<file path="config.mk">
export PLATFORM = sky130hd
export DESIGN_NAME = multi_pool_block_allocator_top
export DESIGN_NICKNAME = d
export VERILOG_FILES = /design/src/rtl/mpba_pkg.sv /design/src/rtl/mpba_regs.sv /design/src/rtl/mpba_ctrl.sv /design/src/rtl/mpba_dp.sv /design/src/rtl/multi_pool_block_allocator_top.sv
export SDC_FILE = /design/constraint.sdc
export NUM_CORES = 2
export LEC_CHECK = 0
export BUFFER_PORTS_ARGS = -buffer_cell sky130_fd_sc_hd__buf_2
export CORE_MARGIN = 2
export CORE_UTILIZATION = 35
export DETAILED_ROUTE_END_ITERATION = 7
export GPL_TIMING_DRIVEN = 0
export PLACE_DENSITY = 0.56
export SETUP_SLACK_MARGIN = 0.3
export SLEW_MARGIN = 20
export SYNTH_ARGS = -nofsm -noshare
export SYNTH_HDL_FRONTEND = slang
export SYNTH_SLANG_ARGS = --single-unit
export TNS_END_PERCENT = 100
</file>
<file path="constraint.sdc">
create_clock -name clk -period 11.02 [get_ports clk]
set_clock_uncertainty 0.05 [all_clocks]
set_input_delay 2.204 -clock clk [delete_from_list [all_inputs] [get_ports clk]]
set_output_delay 2.204 -clock clk [all_outputs]
set_load 0.005 [all_outputs]
</file>
<file path="src/rtl/mpba_pkg.sv">
// Types, codes and helper functions shared by the multi-pool block allocator.
// Used by mpba_regs, mpba_ctrl, mpba_dp and multi_pool_block_allocator_top.
package mpba_pkg;

	// Fixed field widths of the interface
	localparam int unsigned SIZE_W  = 16;
	localparam int unsigned ADDR_W  = 32;
	localparam int unsigned REG_W   = 64;
	localparam int unsigned PADDR_W = 6;
	localparam int unsigned MAP_W   = 64;

	// Request codes
	localparam logic CMD_ALLOC = 1'b0;
	localparam logic CMD_FREE  = 1'b1;

	typedef enum logic [2:0] {
		ST_OK        = 3'd0,
		ST_ZERO_SIZE = 3'd1,
		ST_TOO_LARGE = 3'd2,
		ST_NO_BLOCK  = 3'd3,
		ST_BAD_ADDR  = 3'd4,
		ST_NOT_USED  = 3'd5
	} status_t;

	typedef enum logic [2:0] {
		REG_SIZES     = 3'd0,
		REG_COUNTS    = 3'd1,
		REG_STARTS_LO = 3'd2,
		REG_STARTS_HI = 3'd3,
		REG_ALLOW     = 3'd4
	} reg_idx_t;

	typedef struct packed {
		logic              allow_larger;
		logic [REG_W-1:0]  starts_high;
		logic [REG_W-1:0]  starts_low;
		logic [REG_W-1:0]  counts;
		logic [REG_W-1:0]  sizes;
	} cfg_t;

	typedef enum logic [2:0] {
		S_IDLE       = 3'd0,
		S_START      = 3'd1,
		S_ALLOC_SCAN = 3'd2,
		S_FREE_SCAN  = 3'd3,
		S_DIV        = 3'd4,
		S_FREE_UPD   = 3'd5,
		S_FINISH     = 3'd6
	} state_t;

	// Commands from the controller to the datapath
	typedef struct packed {
		logic    load_in;
		logic    pool_inc;
		logic    mark_found;
		logic    claim;
		logic    div_init;
		logic    div_step;
		logic    clr_bit;
		logic    st_we;
		status_t st_code;
		logic    out_load;
	} dp_cmd_t;

	// Status from the datapath to the controller
	typedef struct packed {
		logic is_free;
		logic zero_req;
		logic zero_addr;
		logic allow_larger;
		logic elig;
		logic has_free;
		logic found;
		logic match;
		logic last_pool;
		logic div_last;
		logic bit_set;
		logic out_free;
	} dp_stat_t;

	// Lowest set bit of a 64-bit vector: {found, index}, as an 8 x 8 two-level search
	function automatic logic [6:0] find_first(input logic [MAP_W-1:0] v);
		logic [7:0] grp;
		logic [7:0] sel;
		logic [2:0] g;
		logic [2:0] b;
		g = 3'd0;
		b = 3'd0;
		for (int i = 0; i < 8; i++) begin
			grp[i] = |v[8*i +: 8];
		end
		for (int i = 7; i >= 0; i--) begin
			if (grp[i]) begin
				g = 3'(i);
			end
		end
		sel = v[{g, 3'b000} +: 8];
		for (int i = 7; i >= 0; i--) begin
			if (sel[i]) begin
				b = 3'(i);
			end
		end
		return {|grp, g, b};
	endfunction

endpackage

</file>
<file path="src/rtl/mpba_regs.sv">
// APB-style configuration registers of the multi-pool block allocator.
// Depends on mpba_pkg for the register map and the cfg_t bundle.
module mpba_regs (
	input  logic                          clk,
	input  logic                          arst_n,
	input  logic                          psel,
	input  logic                          penable,
	input  logic                          pwrite,
	input  logic [mpba_pkg::PADDR_W-1:0]  paddr,
	input  logic [mpba_pkg::REG_W-1:0]    pwdata,
	output logic [mpba_pkg::REG_W-1:0]    prdata,
	output logic                          pready,
	output mpba_pkg::cfg_t                cfg
);

	mpba_pkg::cfg_t     cfg_q;
	mpba_pkg::reg_idx_t idx;
	logic               wr_en;

	assign pready = 1'b1;
	assign idx    = mpba_pkg::reg_idx_t'(paddr[mpba_pkg::PADDR_W-1:3]);
	assign wr_en  = psel & penable & pwrite & pready;
	assign cfg    = cfg_q;

	// Write the addressed register; drop writes beyond the map
	always_ff @(posedge clk or negedge arst_n) begin
		if (!arst_n) begin
			cfg_q <= '0;
		end else if (wr_en) begin
			case (idx)
				mpba_pkg::REG_SIZES:     cfg_q.sizes        <= pwdata;
				mpba_pkg::REG_COUNTS:    cfg_q.counts       <= pwdata;
				mpba_pkg::REG_STARTS_LO: cfg_q.starts_low   <= pwdata;
				mpba_pkg::REG_STARTS_HI: cfg_q.starts_high  <= pwdata;
				mpba_pkg::REG_ALLOW:     cfg_q.allow_larger <= pwdata[0];
				default: ;
			endcase
		end
	end

	// Read back
	always_comb begin
		case (idx)
			mpba_pkg::REG_SIZES:     prdata = cfg_q.sizes;
			mpba_pkg::REG_COUNTS:    prdata = cfg_q.counts;
			mpba_pkg::REG_STARTS_LO: prdata = cfg_q.starts_low;
			mpba_pkg::REG_STARTS_HI: prdata = cfg_q.starts_high;
			mpba_pkg::REG_ALLOW:     prdata = {{(mpba_pkg::REG_W-1){1'b0}}, cfg_q.allow_larger};
			default:                 prdata = '0;
		endcase
	end

endmodule

</file>
<file path="src/rtl/mpba_ctrl.sv">
// Controller state machine of the multi-pool block allocator.
// Depends on mpba_pkg for state_t, dp_cmd_t and dp_stat_t.
module mpba_ctrl (
	input  logic                clk,
	input  logic                arst_n,
	input  logic                in_valid,
	input  mpba_pkg::dp_stat_t  stat,
	output logic                in_stall,
	output mpba_pkg::dp_cmd_t   dp_cmd
);

	mpba_pkg::state_t state_q;
	mpba_pkg::state_t state_d;

	assign in_stall = (state_q != mpba_pkg::S_IDLE);

	always_ff @(posedge clk or negedge arst_n) begin
		if (!arst_n) begin
			state_q <= mpba_pkg::S_IDLE;
		end else begin
			state_q <= state_d;
		end
	end

	// Next state
	always_comb begin
		state_d = state_q;
		case (state_q)
			mpba_pkg::S_IDLE: begin
				if (in_valid) begin
					state_d = mpba_pkg::S_START;
				end
			end
			mpba_pkg::S_START: begin
				if (stat.is_free) begin
					state_d = stat.zero_addr ? mpba_pkg::S_FINISH : mpba_pkg::S_FREE_SCAN;
				end else begin
					state_d = stat.zero_req ? mpba_pkg::S_FINISH : mpba_pkg::S_ALLOC_SCAN;
				end
			end
			mpba_pkg::S_ALLOC_SCAN: begin
				if (stat.elig && (stat.has_free || !stat.allow_larger)) begin
					state_d = mpba_pkg::S_FINISH;
				end else if (stat.last_pool) begin
					state_d = mpba_pkg::S_FINISH;
				end
			end
			mpba_pkg::S_FREE_SCAN: begin
				if (stat.match) begin
					state_d = mpba_pkg::S_DIV;
				end else if (stat.last_pool) begin
					state_d = mpba_pkg::S_FINISH;
				end
			end
			mpba_pkg::S_DIV: begin
				if (stat.div_last) begin
					state_d = mpba_pkg::S_FREE_UPD;
				end
			end
			mpba_pkg::S_FREE_UPD: begin
				state_d = mpba_pkg::S_FINISH;
			end
			mpba_pkg::S_FINISH: begin
				if (stat.out_free) begin
					state_d = mpba_pkg::S_IDLE;
				end
			end
			default: begin
				state_d = mpba_pkg::S_IDLE;
			end
		endcase
	end

	// Datapath commands
	always_comb begin
		dp_cmd = '0;
		dp_cmd.st_code = mpba_pkg::ST_OK;
		case (state_q)
			mpba_pkg::S_IDLE: begin
				dp_cmd.load_in = in_valid;
			end
			mpba_pkg::S_START: begin
				if (stat.is_free) begin
					dp_cmd.st_we   = stat.zero_addr;
					dp_cmd.st_code = mpba_pkg::ST_BAD_ADDR;
				end else begin
					dp_cmd.st_we   = stat.zero_req;
					dp_cmd.st_code = mpba_pkg::ST_ZERO_SIZE;
				end
			end
			mpba_pkg::S_ALLOC_SCAN: begin
				if (stat.elig && stat.has_free) begin
					dp_cmd.claim   = 1'b1;
					dp_cmd.st_we   = 1'b1;
					dp_cmd.st_code = mpba_pkg::ST_OK;
				end else if (stat.elig && !stat.allow_larger) begin
					dp_cmd.st_we   = 1'b1;
					dp_cmd.st_code = mpba_pkg::ST_NO_BLOCK;
				end else begin
					dp_cmd.mark_found = stat.elig;
					if (stat.last_pool) begin
						dp_cmd.st_we   = 1'b1;
						dp_cmd.st_code = (stat.found || stat.elig) ?
							mpba_pkg::ST_NO_BLOCK : mpba_pkg::ST_TOO_LARGE;
					end else begin
						dp_cmd.pool_inc = 1'b1;
					end
				end
			end
			mpba_pkg::S_FREE_SCAN: begin
				if (stat.match) begin
					dp_cmd.div_init = 1'b1;
				end else if (stat.last_pool) begin
					dp_cmd.st_we   = 1'b1;
					dp_cmd.st_code = mpba_pkg::ST_BAD_ADDR;
				end else begin
					dp_cmd.pool_inc = 1'b1;
				end
			end
			mpba_pkg::S_DIV: begin
				dp_cmd.div_step = 1'b1;
			end
			mpba_pkg::S_FREE_UPD: begin
				dp_cmd.st_we   = 1'b1;
				dp_cmd.clr_bit = stat.bit_set;
				dp_cmd.st_code = stat.bit_set ? mpba_pkg::ST_OK : mpba_pkg::ST_NOT_USED;
			end
			mpba_pkg::S_FINISH: begin
				dp_cmd.out_load = stat.out_free;
			end
			default: ;
		endcase
	end

endmodule

</file>
<file path="src/rtl/mpba_dp.sv">
// Datapath of the multi-pool block allocator: used bitmaps, pool scan, divider, result.
// Depends on mpba_pkg for the command/status structs, cfg_t and find_first.
module mpba_dp #(
	parameter int unsigned NUM_POOLS  = 4,
	parameter int unsigned MAX_BLOCKS = 64
) (
	input  logic                          clk,
	input  logic                          arst_n,
	input  mpba_pkg::cfg_t                cfg,
	input  mpba_pkg::dp_cmd_t             dp_cmd,
	input  logic                          item_cmd,
	input  logic [mpba_pkg::ADDR_W-1:0]   item_size,
	input  logic [mpba_pkg::ADDR_W-1:0]   item_addr,
	input  logic                          out_stall,
	output mpba_pkg::dp_stat_t            stat,
	output logic                          out_valid,
	output logic [mpba_pkg::ADDR_W-1:0]   block_addr,
	output logic [2:0]                    status
);

	localparam int unsigned PW     = (NUM_POOLS > 1) ? $clog2(NUM_POOLS) : 1;
	localparam int unsigned IDX_W  = (MAX_BLOCKS > 1) ? $clog2(MAX_BLOCKS) : 1;
	localparam int unsigned CNT_W  = $clog2(MAX_BLOCKS + 1);
	localparam int unsigned SW     = mpba_pkg::SIZE_W;
	localparam int unsigned AW     = mpba_pkg::ADDR_W;
	localparam int unsigned MW     = mpba_pkg::MAP_W;
	localparam int unsigned DVS_W  = SW + IDX_W;
	localparam int unsigned SPAN_W = SW + CNT_W;

	// Request and scan registers
	logic                  is_free_q;
	logic [AW-1:0]         req_q;
	logic [AW-1:0]         addr_q;
	logic [PW-1:0]         pool_q;
	logic                  found_q;
	logic [AW-1:0]         res_addr_q;
	mpba_pkg::status_t     res_st_q;
	logic [AW-1:0]         rem_q;
	logic [DVS_W-1:0]      dvs_q;
	logic [IDX_W-1:0]      quo_q;
	logic [MAX_BLOCKS-1:0] used_q [NUM_POOLS];
	logic                  out_valid_q;
	logic [AW-1:0]         out_addr_q;
	mpba_pkg::status_t     out_st_q;

	// Per-pool fields
	logic [SW-1:0]         sz_a   [NUM_POOLS];
	logic [SW-1:0]         raw_a  [NUM_POOLS];
	logic [CNT_W-1:0]      cnt_a  [NUM_POOLS];
	logic [AW-1:0]         st_a   [NUM_POOLS];

	logic [SW-1:0]         cur_sz;
	logic [CNT_W-1:0]      cur_cnt;
	logic [AW-1:0]         cur_st;
	logic [MAX_BLOCKS-1:0] cur_used;
	logic [MAX_BLOCKS-1:0] free_vec;
	logic [6:0]            ff;
	logic [IDX_W-1:0]      claim_idx;
	logic [DVS_W-1:0]      claim_off;
	logic [AW-1:0]         claim_addr;
	logic [SPAN_W-1:0]     span;
	logic [AW:0]           pool_end;
	logic                  ge;

	// Unpack the configuration, saturating counts
	always_comb begin
		for (int p = 0; p < NUM_POOLS; p++) begin
			sz_a[p]  = cfg.sizes[SW*p +: SW];
			raw_a[p] = cfg.counts[SW*p +: SW];
			cnt_a[p] = (raw_a[p] > SW'(MAX_BLOCKS)) ? CNT_W'(MAX_BLOCKS) : CNT_W'(raw_a[p]);
			st_a[p]  = (p >= 2) ? cfg.starts_high[AW*(p & 1) +: AW]
			                    : cfg.starts_low[AW*(p & 1) +: AW];
		end
	end

	assign cur_sz   = sz_a[pool_q];
	assign cur_cnt  = cnt_a[pool_q];
	assign cur_st   = st_a[pool_q];
	assign cur_used = used_q[pool_q];

	// Free blocks of the current pool and the lowest one
	always_comb begin
		for (int i = 0; i < MAX_BLOCKS; i++) begin
			free_vec[i] = !cur_used[i] && (CNT_W'(i) < cur_cnt);
		end
	end

	assign ff         = mpba_pkg::find_first(MW'(free_vec));
	assign claim_idx  = IDX_W'(ff[5:0]);
	assign claim_off  = DVS_W'(cur_sz) * DVS_W'(claim_idx);
	assign claim_addr = cur_st + AW'(claim_off);

	// Pool range for a free
	assign span     = SPAN_W'(cur_sz) * SPAN_W'(cur_cnt);
	assign pool_end = {1'b0, cur_st} + (AW+1)'(span);

	// One restoring divide step
	assign ge = (rem_q >= AW'(dvs_q));

	// Status toward the controller
	always_comb begin
		stat.is_free      = is_free_q;
		stat.zero_req     = (req_q == '0);
		stat.zero_addr    = (addr_q == '0);
		stat.allow_larger = cfg.allow_larger;
		stat.elig         = (cur_cnt != '0) && (req_q <= AW'(cur_sz));
		stat.has_free     = ff[6];
		stat.found        = found_q;
		stat.match        = (cur_cnt != '0) && (cur_sz != '0) && (addr_q >= cur_st)
		                    && ({1'b0, addr_q} < pool_end);
		stat.last_pool    = (pool_q == PW'(NUM_POOLS - 1));
		stat.div_last     = (dvs_q == DVS_W'(cur_sz));
		stat.bit_set      = cur_used[quo_q];
		stat.out_free     = !out_valid_q || !out_stall;
	end

	// Latch the request
	always_ff @(posedge clk) begin
		if (dp_cmd.load_in) begin
			is_free_q <= (item_cmd == mpba_pkg::CMD_FREE);
			req_q     <= item_size;
			addr_q    <= item_addr;
		end
	end

	// Pool pointer and spill flag
	always_ff @(posedge clk or negedge arst_n) begin
		if (!arst_n) begin
			pool_q  <= '0;
			found_q <= 1'b0;
		end else if (dp_cmd.load_in) begin
			pool_q  <= '0;
			found_q <= 1'b0;
		end else begin
			if (dp_cmd.pool_inc) begin
				pool_q <= pool_q + PW'(1);
			end
			if (dp_cmd.mark_found) begin
				found_q <= 1'b1;
			end
		end
	end

	// Result being built
	always_ff @(posedge clk) begin
		if (dp_cmd.load_in) begin
			res_addr_q <= '0;
		end else if (dp_cmd.claim) begin
			res_addr_q <= claim_addr;
		end
		if (dp_cmd.st_we) begin
			res_st_q <= dp_cmd.st_code;
		end
	end

	// Divider: block index of the freed address
	always_ff @(posedge clk) begin
		if (dp_cmd.div_init) begin
			rem_q <= addr_q - cur_st;
			dvs_q <= DVS_W'(cur_sz) << (IDX_W - 1);
			quo_q <= '0;
		end else if (dp_cmd.div_step) begin
			rem_q <= ge ? (rem_q - AW'(dvs_q)) : rem_q;
			dvs_q <= dvs_q >> 1;
			quo_q <= IDX_W'({quo_q, ge});
		end
	end

	// Used bitmaps: set on claim, clear on free
	always_ff @(posedge clk or negedge arst_n) begin
		if (!arst_n) begin
			for (int p = 0; p < NUM_POOLS; p++) begin
				used_q[p] <= '0;
			end
		end else if (dp_cmd.claim) begin
			used_q[pool_q][claim_idx] <= 1'b1;
		end else if (dp_cmd.clr_bit) begin
			used_q[pool_q][quo_q] <= 1'b0;
		end
	end

	// Output register: hold until taken
	always_ff @(posedge clk or negedge arst_n) begin
		if (!arst_n) begin
			out_valid_q <= 1'b0;
		end else if (dp_cmd.out_load) begin
			out_valid_q <= 1'b1;
		end else if (!out_stall) begin
			out_valid_q <= 1'b0;
		end
	end

	always_ff @(posedge clk) begin
		if (dp_cmd.out_load) begin
			out_addr_q <= res_addr_q;
			out_st_q   <= res_st_q;
		end
	end

	assign out_valid  = out_valid_q;
	assign block_addr = out_addr_q;
	assign status     = out_st_q;

endmodule

</file>
<file path="src/rtl/multi_pool_block_allocator_top.sv">
// Top level of the multi-pool block allocator: config registers, controller, datapath.
// Depends on mpba_pkg, mpba_regs, mpba_ctrl and mpba_dp.
//
//  Channel  Direction  Handshake                  Word
//  input    in         in_valid / in_stall        cmd, req_size, addr
//  output   out        out_valid / out_stall      block_addr, status
//  config   in         psel, penable, pwrite      paddr, pwdata -> prdata, pready
//
// One request at a time. An allocate scans the pools in order, from the first, until
// it can settle the request. A free scans the pools for the one holding the address;
// the block index comes from a restoring divider, one quotient bit per cycle.
// A new request is accepted while the previous result waits in the output register.
// Reset clears all blocks to free and the configuration registers to zero; no clearing pass.
module multi_pool_block_allocator_top #(
	parameter int unsigned NUM_POOLS  = 4,
	parameter int unsigned MAX_BLOCKS = 64
) (
	input  logic                          clk,
	input  logic                          arst_n,
	input  logic                          in_valid,
	output logic                          in_stall,
	input  logic                          cmd,
	input  logic [mpba_pkg::ADDR_W-1:0]   req_size,
	input  logic [mpba_pkg::ADDR_W-1:0]   addr,
	output logic                          out_valid,
	input  logic                          out_stall,
	output logic [mpba_pkg::ADDR_W-1:0]   block_addr,
	output logic [2:0]                    status,
	input  logic                          psel,
	input  logic                          penable,
	input  logic                          pwrite,
	input  logic [mpba_pkg::PADDR_W-1:0]  paddr,
	input  logic [mpba_pkg::REG_W-1:0]    pwdata,
	output logic [mpba_pkg::REG_W-1:0]    prdata,
	output logic                          pready
);

	mpba_pkg::cfg_t     cfg;
	mpba_pkg::dp_cmd_t  dp_cmd;
	mpba_pkg::dp_stat_t dp_stat;

	mpba_regs u_regs (
		.clk     (clk),
		.arst_n  (arst_n),
		.psel    (psel),
		.penable (penable),
		.pwrite  (pwrite),
		.paddr   (paddr),
		.pwdata  (pwdata),
		.prdata  (prdata),
		.pready  (pready),
		.cfg     (cfg)
	);

	mpba_ctrl u_ctrl (
		.clk      (clk),
		.arst_n   (arst_n),
		.in_valid (in_valid),
		.stat     (dp_stat),
		.in_stall (in_stall),
		.dp_cmd   (dp_cmd)
	);

	mpba_dp #(
		.NUM_POOLS  (NUM_POOLS),
		.MAX_BLOCKS (MAX_BLOCKS)
	) u_dp (
		.clk        (clk),
		.arst_n     (arst_n),
		.cfg        (cfg),
		.dp_cmd     (dp_cmd),
		.item_cmd   (cmd),
		.item_size  (req_size),
		.item_addr  (addr),
		.out_stall  (out_stall),
		.stat       (dp_stat),
		.out_valid  (out_valid),
		.block_addr (block_addr),
		.status     (status)
	);

`ifndef NO_ASSERTIONS
	// A result is pushed only while a request is in flight
	a_load_busy: assert property (@(posedge clk) disable iff (!arst_n)
		dp_cmd.out_load |-> in_stall)
		else $error("result loaded with no request in flight");

	// An accepted request blocks the input on the next cycle
	a_accept_busy: assert property (@(posedge clk) disable iff (!arst_n)
		(in_valid && !in_stall) |=> in_stall)
		else $error("input not held after accept");

	// A pushed result shows on the output next cycle
	a_load_shows: assert property (@(posedge clk) disable iff (!arst_n)
		dp_cmd.out_load |=> out_valid)
		else $error("loaded result not presented");
`endif

endmodule
</file>
; ---- Word-level counts from Yosys, hierarchy flattened
; Cells that the tools add are included.
[totals]
ff_bits = 714
input_bits = 142
wordCells = 392
[op_classes]
add_sub_neg = 5
mul = 2
order_cmp = 78
n_eq_ne = 16
shifts = 1
n_mux = 88
bitwise = 6
n_reduce_logical = 172
[op_table]
columns = op, n
row1 = 256-bit two-way mux, 2
row2 = 64-bit one-hot mux with 5 select lines, 1
row3 = 256-bit AND, 1
row4 = 64-bit demux with 2-bit select, 2
row5 = 64-bit two-way mux, 4
row6 = 256-bit inverter, 1
row7 = 256-bit bitwise OR, 1
row8 = 6-bit by 7-bit less-than comparator with 1-bit output (first input constant), 32
row9 = 32-bit two-way mux, 5
row10 = 64-bit binary-select mux with 2-bit select, 1
row11 = 5-bit by 7-bit less-than comparator with 1-bit output (first input constant), 16
row12 = 3-bit two-way mux, 26
row13 = 1-bit logical AND, 74
row14 = 1-bit logical NOT, 67
row15 = 32-bit binary-select mux with 2-bit select, 1
row16 = 16-bit by 7-bit greater-than comparator with 1-bit output (second input constant), 4
row17 = 32-bit logical NOT, 2
row18 = 64-bit OR reduction, 1
row19 = 8-bit OR reduction, 8
row20 = 64-bit by 7-bit variable part select with 8-bit output, 1
row21 = 4-bit by 7-bit less-than comparator with 1-bit output (first input constant), 8
row22 = 21-bit two-way mux, 2
row23 = 7-bit two-way mux, 6
row24 = 32-bit by 23-bit adder with 33-bit output, 1
row25 = other kinds (45), 101

; ---- Longest topological paths before layout
[depth]
word_depth = 33
ltp_mapped = 50
mapped_depth_nobuf = 40

; ---- Modules after synthesis
; From an unflattened synthesis, not the netlist that was laid out.
[hier_totals]
hier_cells = 4611
hier_area_um2 = 48153.7
[by_module_without_submodules]
columns = mod, n_inst, cells_each, area_per_inst_um2
row1 = mpba_dp, 1, 3844, 35831.9
row2 = mpba_regs, 1, 707, 11897.7
row3 = mpba_ctrl, 1, 60, 424.2

; ---- Worst setup path after synthesis
; Ideal clock, no wire load.
[synth_path]
path_type = register -> register
start = reg u_dp.pool_q[0]
end = reg u_dp.rem_q[0] (enable)
t_arrival_ns = 10.372
t_required_ns = 10.595
setup_slack_ns = 0.223
path_stages_with_launch = 43
path_buffers = 11
path_cell_list = dfrtp_1 buf_2 buf_2 buf_2 buf_2 buf_2 buf_1 clkbuf_1 buf_1 clkbuf_1 mux4_2 inv_1 fa_1 fa_1 fa_1 inv_1 ha_1 inv_1 [... 7 more ...] a21oi_1 xor2_1 ha_1 a21o_1 a21o_1 a21o_1 a21o_1 a21oi_1 nor2b_1 o211ai_1 a21boi_0 a211oi_1 o21ai_0 a21oi_1 and2_1 clkbuf_1 clkbuf_1 or2_2
[synth_between]
elab_chain_cells = 12
[synth_lines]
columns = item, line_no
row1 = from (decl), mpba_dp.sv:34  ; logic [PW-1:0] pool_q;
row2 = from (signal assigned), mpba_dp.sv:136  ; pool_q <= pool_q + PW'(1);
row3 = 2-bit inverter with 3-bit output (implied by the code) (*), "mpba_dp.sv:76, mpba_dp.sv:77, mpba_dp.sv:78"
row4 = 16-bit binary-select mux with 2-bit select or 7-bit binary-select mux with 2-bit select (tied branches), "mpba_dp.sv:76, mpba_dp.sv:77"
row5 = 16-bit two-way mux (implied by the code) or 7-bit two-way mux (tied branches) (2 in series), "mpba_dp.sv:76, mpba_dp.sv:77"
row6 = "16-bit by 7-bit multiplier with 23-bit output, or another cell as far along", mpba_dp.sv:94  ; assign span = SPAN_W'(cur_sz) * SPAN_W'(cur_cnt);
row7 = 32-bit by 23-bit adder with 33-bit output or 1-bit logical AND (tied branches), "mpba_dp.sv:95, mpba_dp.sv:109"
row8 = 32-bit by 33-bit less-than comparator with 1-bit output or 1-bit logical AND (tied branches), "mpba_dp.sv:110, mpba_dp.sv:109"
row9 = 1-bit logical AND (*), mpba_dp.sv:110  ; && ({1'b0, addr_q} < pool_end);
row10 = 1-bit two-way mux (*), mpba_ctrl.sv:111  ; if (stat.match) begin
row11 = 1-bit two-way mux (*), mpba_ctrl.sv:78  ; case (state_q)
row12 = 2-bit nonzero test (no line), -
row13 = 2-bit AND reduction (no line) (*), -
row14 = to (signal assigned), mpba_dp.sv:159  ; rem_q <= addr_q - cur_st;
row15 = to (signal assigned), mpba_dp.sv:163  ; rem_q <= ge ? (rem_q - AW'(dvs_q)) : rem_q;
row16 = to (decl), mpba_dp.sv:38  ; logic [AW-1:0] rem_q;
; Every way passes the cells marked *; elsewhere a longest branch is shown, timed or not. The select of a mux whose other input is x is not followed.
; A chain may end at the register's enable or synchronous reset.

; ---- Worst setup path in the final report
[layout_path]
start = reg u_dp.pool_q[0]
end = reg u_dp.res_addr_q[29]
[layout_between]
elab_chain_cells = 26
[layout_lines]
columns = item, line_no
row1 = 2-bit inverter with 3-bit output (implied by the code) (*), -
row2 = 7-bit binary-select mux with 2-bit select or 64-bit binary-select mux with 2-bit select (tied branches), "mpba_dp.sv:77, mpba_dp.sv:79"
row3 = 7-bit two-way mux (implied by the code) or 64-bit two-way mux (tied branches) (2 in series), "mpba_dp.sv:77, mpba_dp.sv:79"
row4 = 6-bit by 7-bit less-than comparator with 1-bit output or 1-bit logical NOT (tied branches), mpba_dp.sv:84  ; free_vec[i] = !cur_used[i] && (CNT_W'(i) < cur_cnt);
row5 = 1-bit logical AND, mpba_dp.sv:84
row6 = 8-bit OR reduction, mpba_pkg.sv:90  ; grp[i] = |v[8*i +: 8];
row7 = 3-bit two-way mux (8 in series), mpba_pkg.sv:93  ; if (grp[i]) begin
row8 = 64-bit by 7-bit variable part select with 8-bit output, mpba_pkg.sv:97  ; sel = v[{g, 3'b000} +: 8];
row9 = 3-bit two-way mux (8 in series), mpba_pkg.sv:99  ; if (sel[i]) begin
row10 = 16-bit by 6-bit multiplier with 22-bit output, mpba_dp.sv:90  ; assign claim_off = DVS_W'(cur_sz) * DVS_W'(claim_idx);
row11 = 32-bit by 22-bit adder with 32-bit output, mpba_dp.sv:91  ; assign claim_addr = cur_st + AW'(claim_off);
row12 = to (signal assigned), mpba_dp.sv:149  ; res_addr_q <= claim_addr;
row13 = to (decl), mpba_dp.sv:36  ; logic [AW-1:0] res_addr_q;
; Marked as above.

==> impl_metrics.tcl <==
set metrics [dict create \
    r2r.worst_path.cells 44 \
    period_needed_ns 10.54 \
    netlist_area_um2 46130 \
    layout_setup_ws_ns 0.4801 \
    synth-seq-cells 714 \
    fp-row-count 133 \
    layout_commonest_cell "dfrtp_1" \
    place_ws_ns -4.034 \
    reg2reg_slack_ns 0.48 \
    antenna_left 0 \
    status "completed" \
    port_buffers 236 \
    coreArea_um2 131100 \
    period_share 0.9564 \
    cp.required_ns 11.58 \
    overflow 0 \
    synth_flop_cell "dfrtp_1" \
    grt_max_degree 94 \
    via_per_inst 5.971 \
    clk_latency_ns 0.75 \
    antenna_found_initial 19 \
    synth_top_area_cell "dfrtp_1" \
    die_w_um 367.0 \
    cts_root_buffer "clkbuf_16" \
    die_h_um 367.0 \
    end_kind "register" \
    num-nets-final 5293 \
    drc_errors 0 \
    syn_nets 4877 \
    setup_violations 0 \
    ys_async_sr_fraction 0.7283 \
    cp-start-kind "register" \
    globalRouteTotalUtil 0.2740 \
    slowest_stage "or4_4" \
    rsz0062_at_grt "yes" \
    cp-startpoint "u_dp.pool_q[0]$_DFFE_PN0P_" \
    yosysUniqueCellTypes 108 \
    die-area_um2 134700 \
    max_slew.worst_pin.slew_ns 1.226 \
    start_util 0.3518 \
    grt_pass1_vias 38260 \
    cellLeakagePower_uw 0.02314 \
    nFillCells 12790 \
    cp_max_fo 8 \
    synth-edff-count 151 \
    reg2reg_to "u_dp.res_addr_q[29]$_SDFFE_PP0P_" \
    cts.sinks 714 \
    numCtsBuffers 84 \
    final_cell_mix "520 x dfrtp_1, 497 x o21ai_0, 345 x nand2_1" \
    arrival_ns 11.10 \
    synth.top_cell.area_share 0.2821 \
    finalHoldViolCount 0 \
    grt_pass1_wl_um 270000 \
    drive_gt1_frac 0.2344 \
    post_drt_wl_per_cell_um 28.59 \
    slowest_delay_ns 0.60 \
    r2r_start "u_dp.pool_q[0]$_DFFE_PN0P_" \
    gp_congestion 1.002 \
    max_freq_mhz 94.88 \
    htree_levels 3 \
    yosysSeqAreaShare 0.3991 \
    cts_tree "done" \
    max-cap-violations 0 \
    timing.hold.ws_ns 0.3806 \
    clockBufferDepth 3 \
    drt-total-wl_um 189400 \
    yosysWarnings 0 \
    syn_to_final_growth_pct 18.59 \
    cp-endpoint "u_dp.res_addr_q[29]$_SDFFE_PP0P_" \
    cts_hold_buf 0 \
    layout.cells.non_filler 6624 \
    crit_path_frequent_cell "buf_6" \
    drt_iter0_drc 4400 \
    pin_count 244 \
    p_per_area_nw_per_um2 263.1 \
    crit_type "register to register" \
    via_count 39550 \
    ir_worst_vdd_mv 0.1715 \
    clkTransAtPathRegs_ns 0.06 \
    placedCellCount 6383 \
    synth.area.top_cells "dfrtp_1 28%, edfxtp_1 9.8%, fa_1 7.3%, mux2_2 6.4%, o21ai_0 5.5%" \
    dr.pass1.iters 6 \
    dp_hpwl_um 144100 \
    slew_headroom 0.1826 \
    slew_violations 0 \
    hold_class "register to register" \
    avgSynthCellArea_um2 10.54 \
    synthCells 4376 \
]
[Yosys cell counts (all sizes together), types with 13 or more instances]
master  instances
o41ai          68
fa            168
nor4           38
nand3          97
a22o           68
o21ai         545
nor2b          21
nand2         348
nor2          213
mux2i          33
mux4          108
or2            19
xnor2          81
nand4          45
nand2b         13
a31oi          24
and3           35
dfxtp          43
a211oi         45
inv           339
xor2           36
o31ai          25
dfrtp         520
edfxtp        151
clkbuf        192
and2           21
or3            25
o211ai         14
a21oi         134
ha            191
a221o          66
a22oi          30
o21bai         24
nor3           47
buf            71
mux2          263
o21a           23
a21o           49
[worst max-delay path, delay by kind of cell (launching register included)]
kind	cells	cell delay, ns
flops	1	0.41
mux	1	0.38
simple gates	9	2.01
buf+inv	10	1.39
xor+xnor	1	0.07
fa+ha+maj	5	2.07
compound gates	18	4.00
[power breakdown]
| group | internal, uW | total (uW) | switching (uW) |
|---|---|---|---|
| Sequential | 3250 | 3600 | 351 |
| Clock | 1710 | 2960 | 1250 |
| Combinational | 2970 | 7830 | 4860 |
| Total | 7940 | 14400 | 6460 |
[kinds of logic (layout without fill, tap and decap cells)]
group,after synthesis,count (layout),synth area share
AO/OA/AOI/OAI,1214,1214,0.1779
buffers and inverters,604,1084,0.05240
adder cells (fa/ha/maj),361,361,0.1252
AND/OR/NAND/NOR,961,963,0.09898
other,1,11,0.00008130
flip-flops,714,714,0.3991
XOR/XNOR,117,117,0.02221
multiplexers,404,405,0.1242
[stage by stage]
stage | instance area (um2) | TNS [ns] | utilization | total power, uW
finish | 54700 | 0 | 0.4172 | 14390
global route | 54690 | 0 | 0.4171 | 15230
CTS | 53860 | 0 | 0.4107 | 14090
detailed placement | 49870 | -461.31 | 0.3803 | 10860
global placement | 49510 | -2373.63 | 0.3775 | 10780
floorplan | 46130 | 0 | - | 8402
[how the worst min path moves through the flow]
stage / start / to / slack, ns / cells past startpoint
after detailed placement: u_dp.res_addr_q[7]$_SDFFE_PP0P_ / u_dp.block_addr[7]$_DFFE_PP_ / 0.37 / 0
after global placement: u_dp.res_st_q[0]$_DFFE_PP_ / u_dp.status[0]$_DFFE_PP_ / 0.36 / 0
after CTS: u_dp.res_addr_q[30]$_SDFFE_PP0P_ / u_dp.block_addr[30]$_DFFE_PP_ / 0.39 / 0
after global routing: u_dp.res_addr_q[18]$_SDFFE_PP0P_ / u_dp.block_addr[18]$_DFFE_PP_ / 0.39 / 0
after floorplan: u_dp.res_st_q[0]$_DFFE_PP_ / u_dp.status[0]$_DFFE_PP_ / 0.35 / 0
final: u_dp.res_addr_q[29]$_SDFFE_PP0P_ / u_dp.block_addr[29]$_DFFE_PP_ / 0.38 / 0
[cell type report]
| class | count | area, um2 | area share |
|---|---|---|---|
| multi-input combinational | 3061 | 26220 | 0.4794 |
| sequential | 714 | 18410 | 0.3365 |
| clock buffer | 123 | 2469 | 0.04513 |
| tap | 1755 | 2196 | 0.04014 |
| timing repair buffer | 327 | 2151 | 0.03932 |
| buffer | 263 | 1464 | 0.02676 |
| inverter | 341 | 1315 | 0.02404 |
| clock inverter | 30 | 450.4 | 0.008234 |
| antenna | 10 | 25.02 | 0.0004575 |
[layer usage]
metal	up-vias	wire (um)	track usage
li1	16900	-	-
met1	20050	77840	0.3706
met2	2123	83090	0.4102
met3	472	19040	0.07081
met4	8	9380	0.1264
met5	-	48	0
[state kept, by name, summed over array words and instances, names as in the netlist, 2 cells and up]
register	count
u_dp.req_q	32
u_dp.rem_q	32
u_dp.res_st_q	3
u_dp.block_addr	32
u_dp.quo_q	6
u_dp.res_addr_q	32
u_ctrl.state_q	3
u_dp.addr_q	32
u_regs.cfg	257
u_dp.pool_q	2
u_dp.dvs_q	21
u_dp.status	3
u_dp.used_q	256
[repair_timing]
item                                    CTS  global route
hold endpoints to repair                  0             0
setup buffers                            37            37
resized for setup                       202           124
endpoints found under the setup margin  143           126
gates cloned                              1             3
pin swaps                                30            53
(Power assumes the default switching activity.)
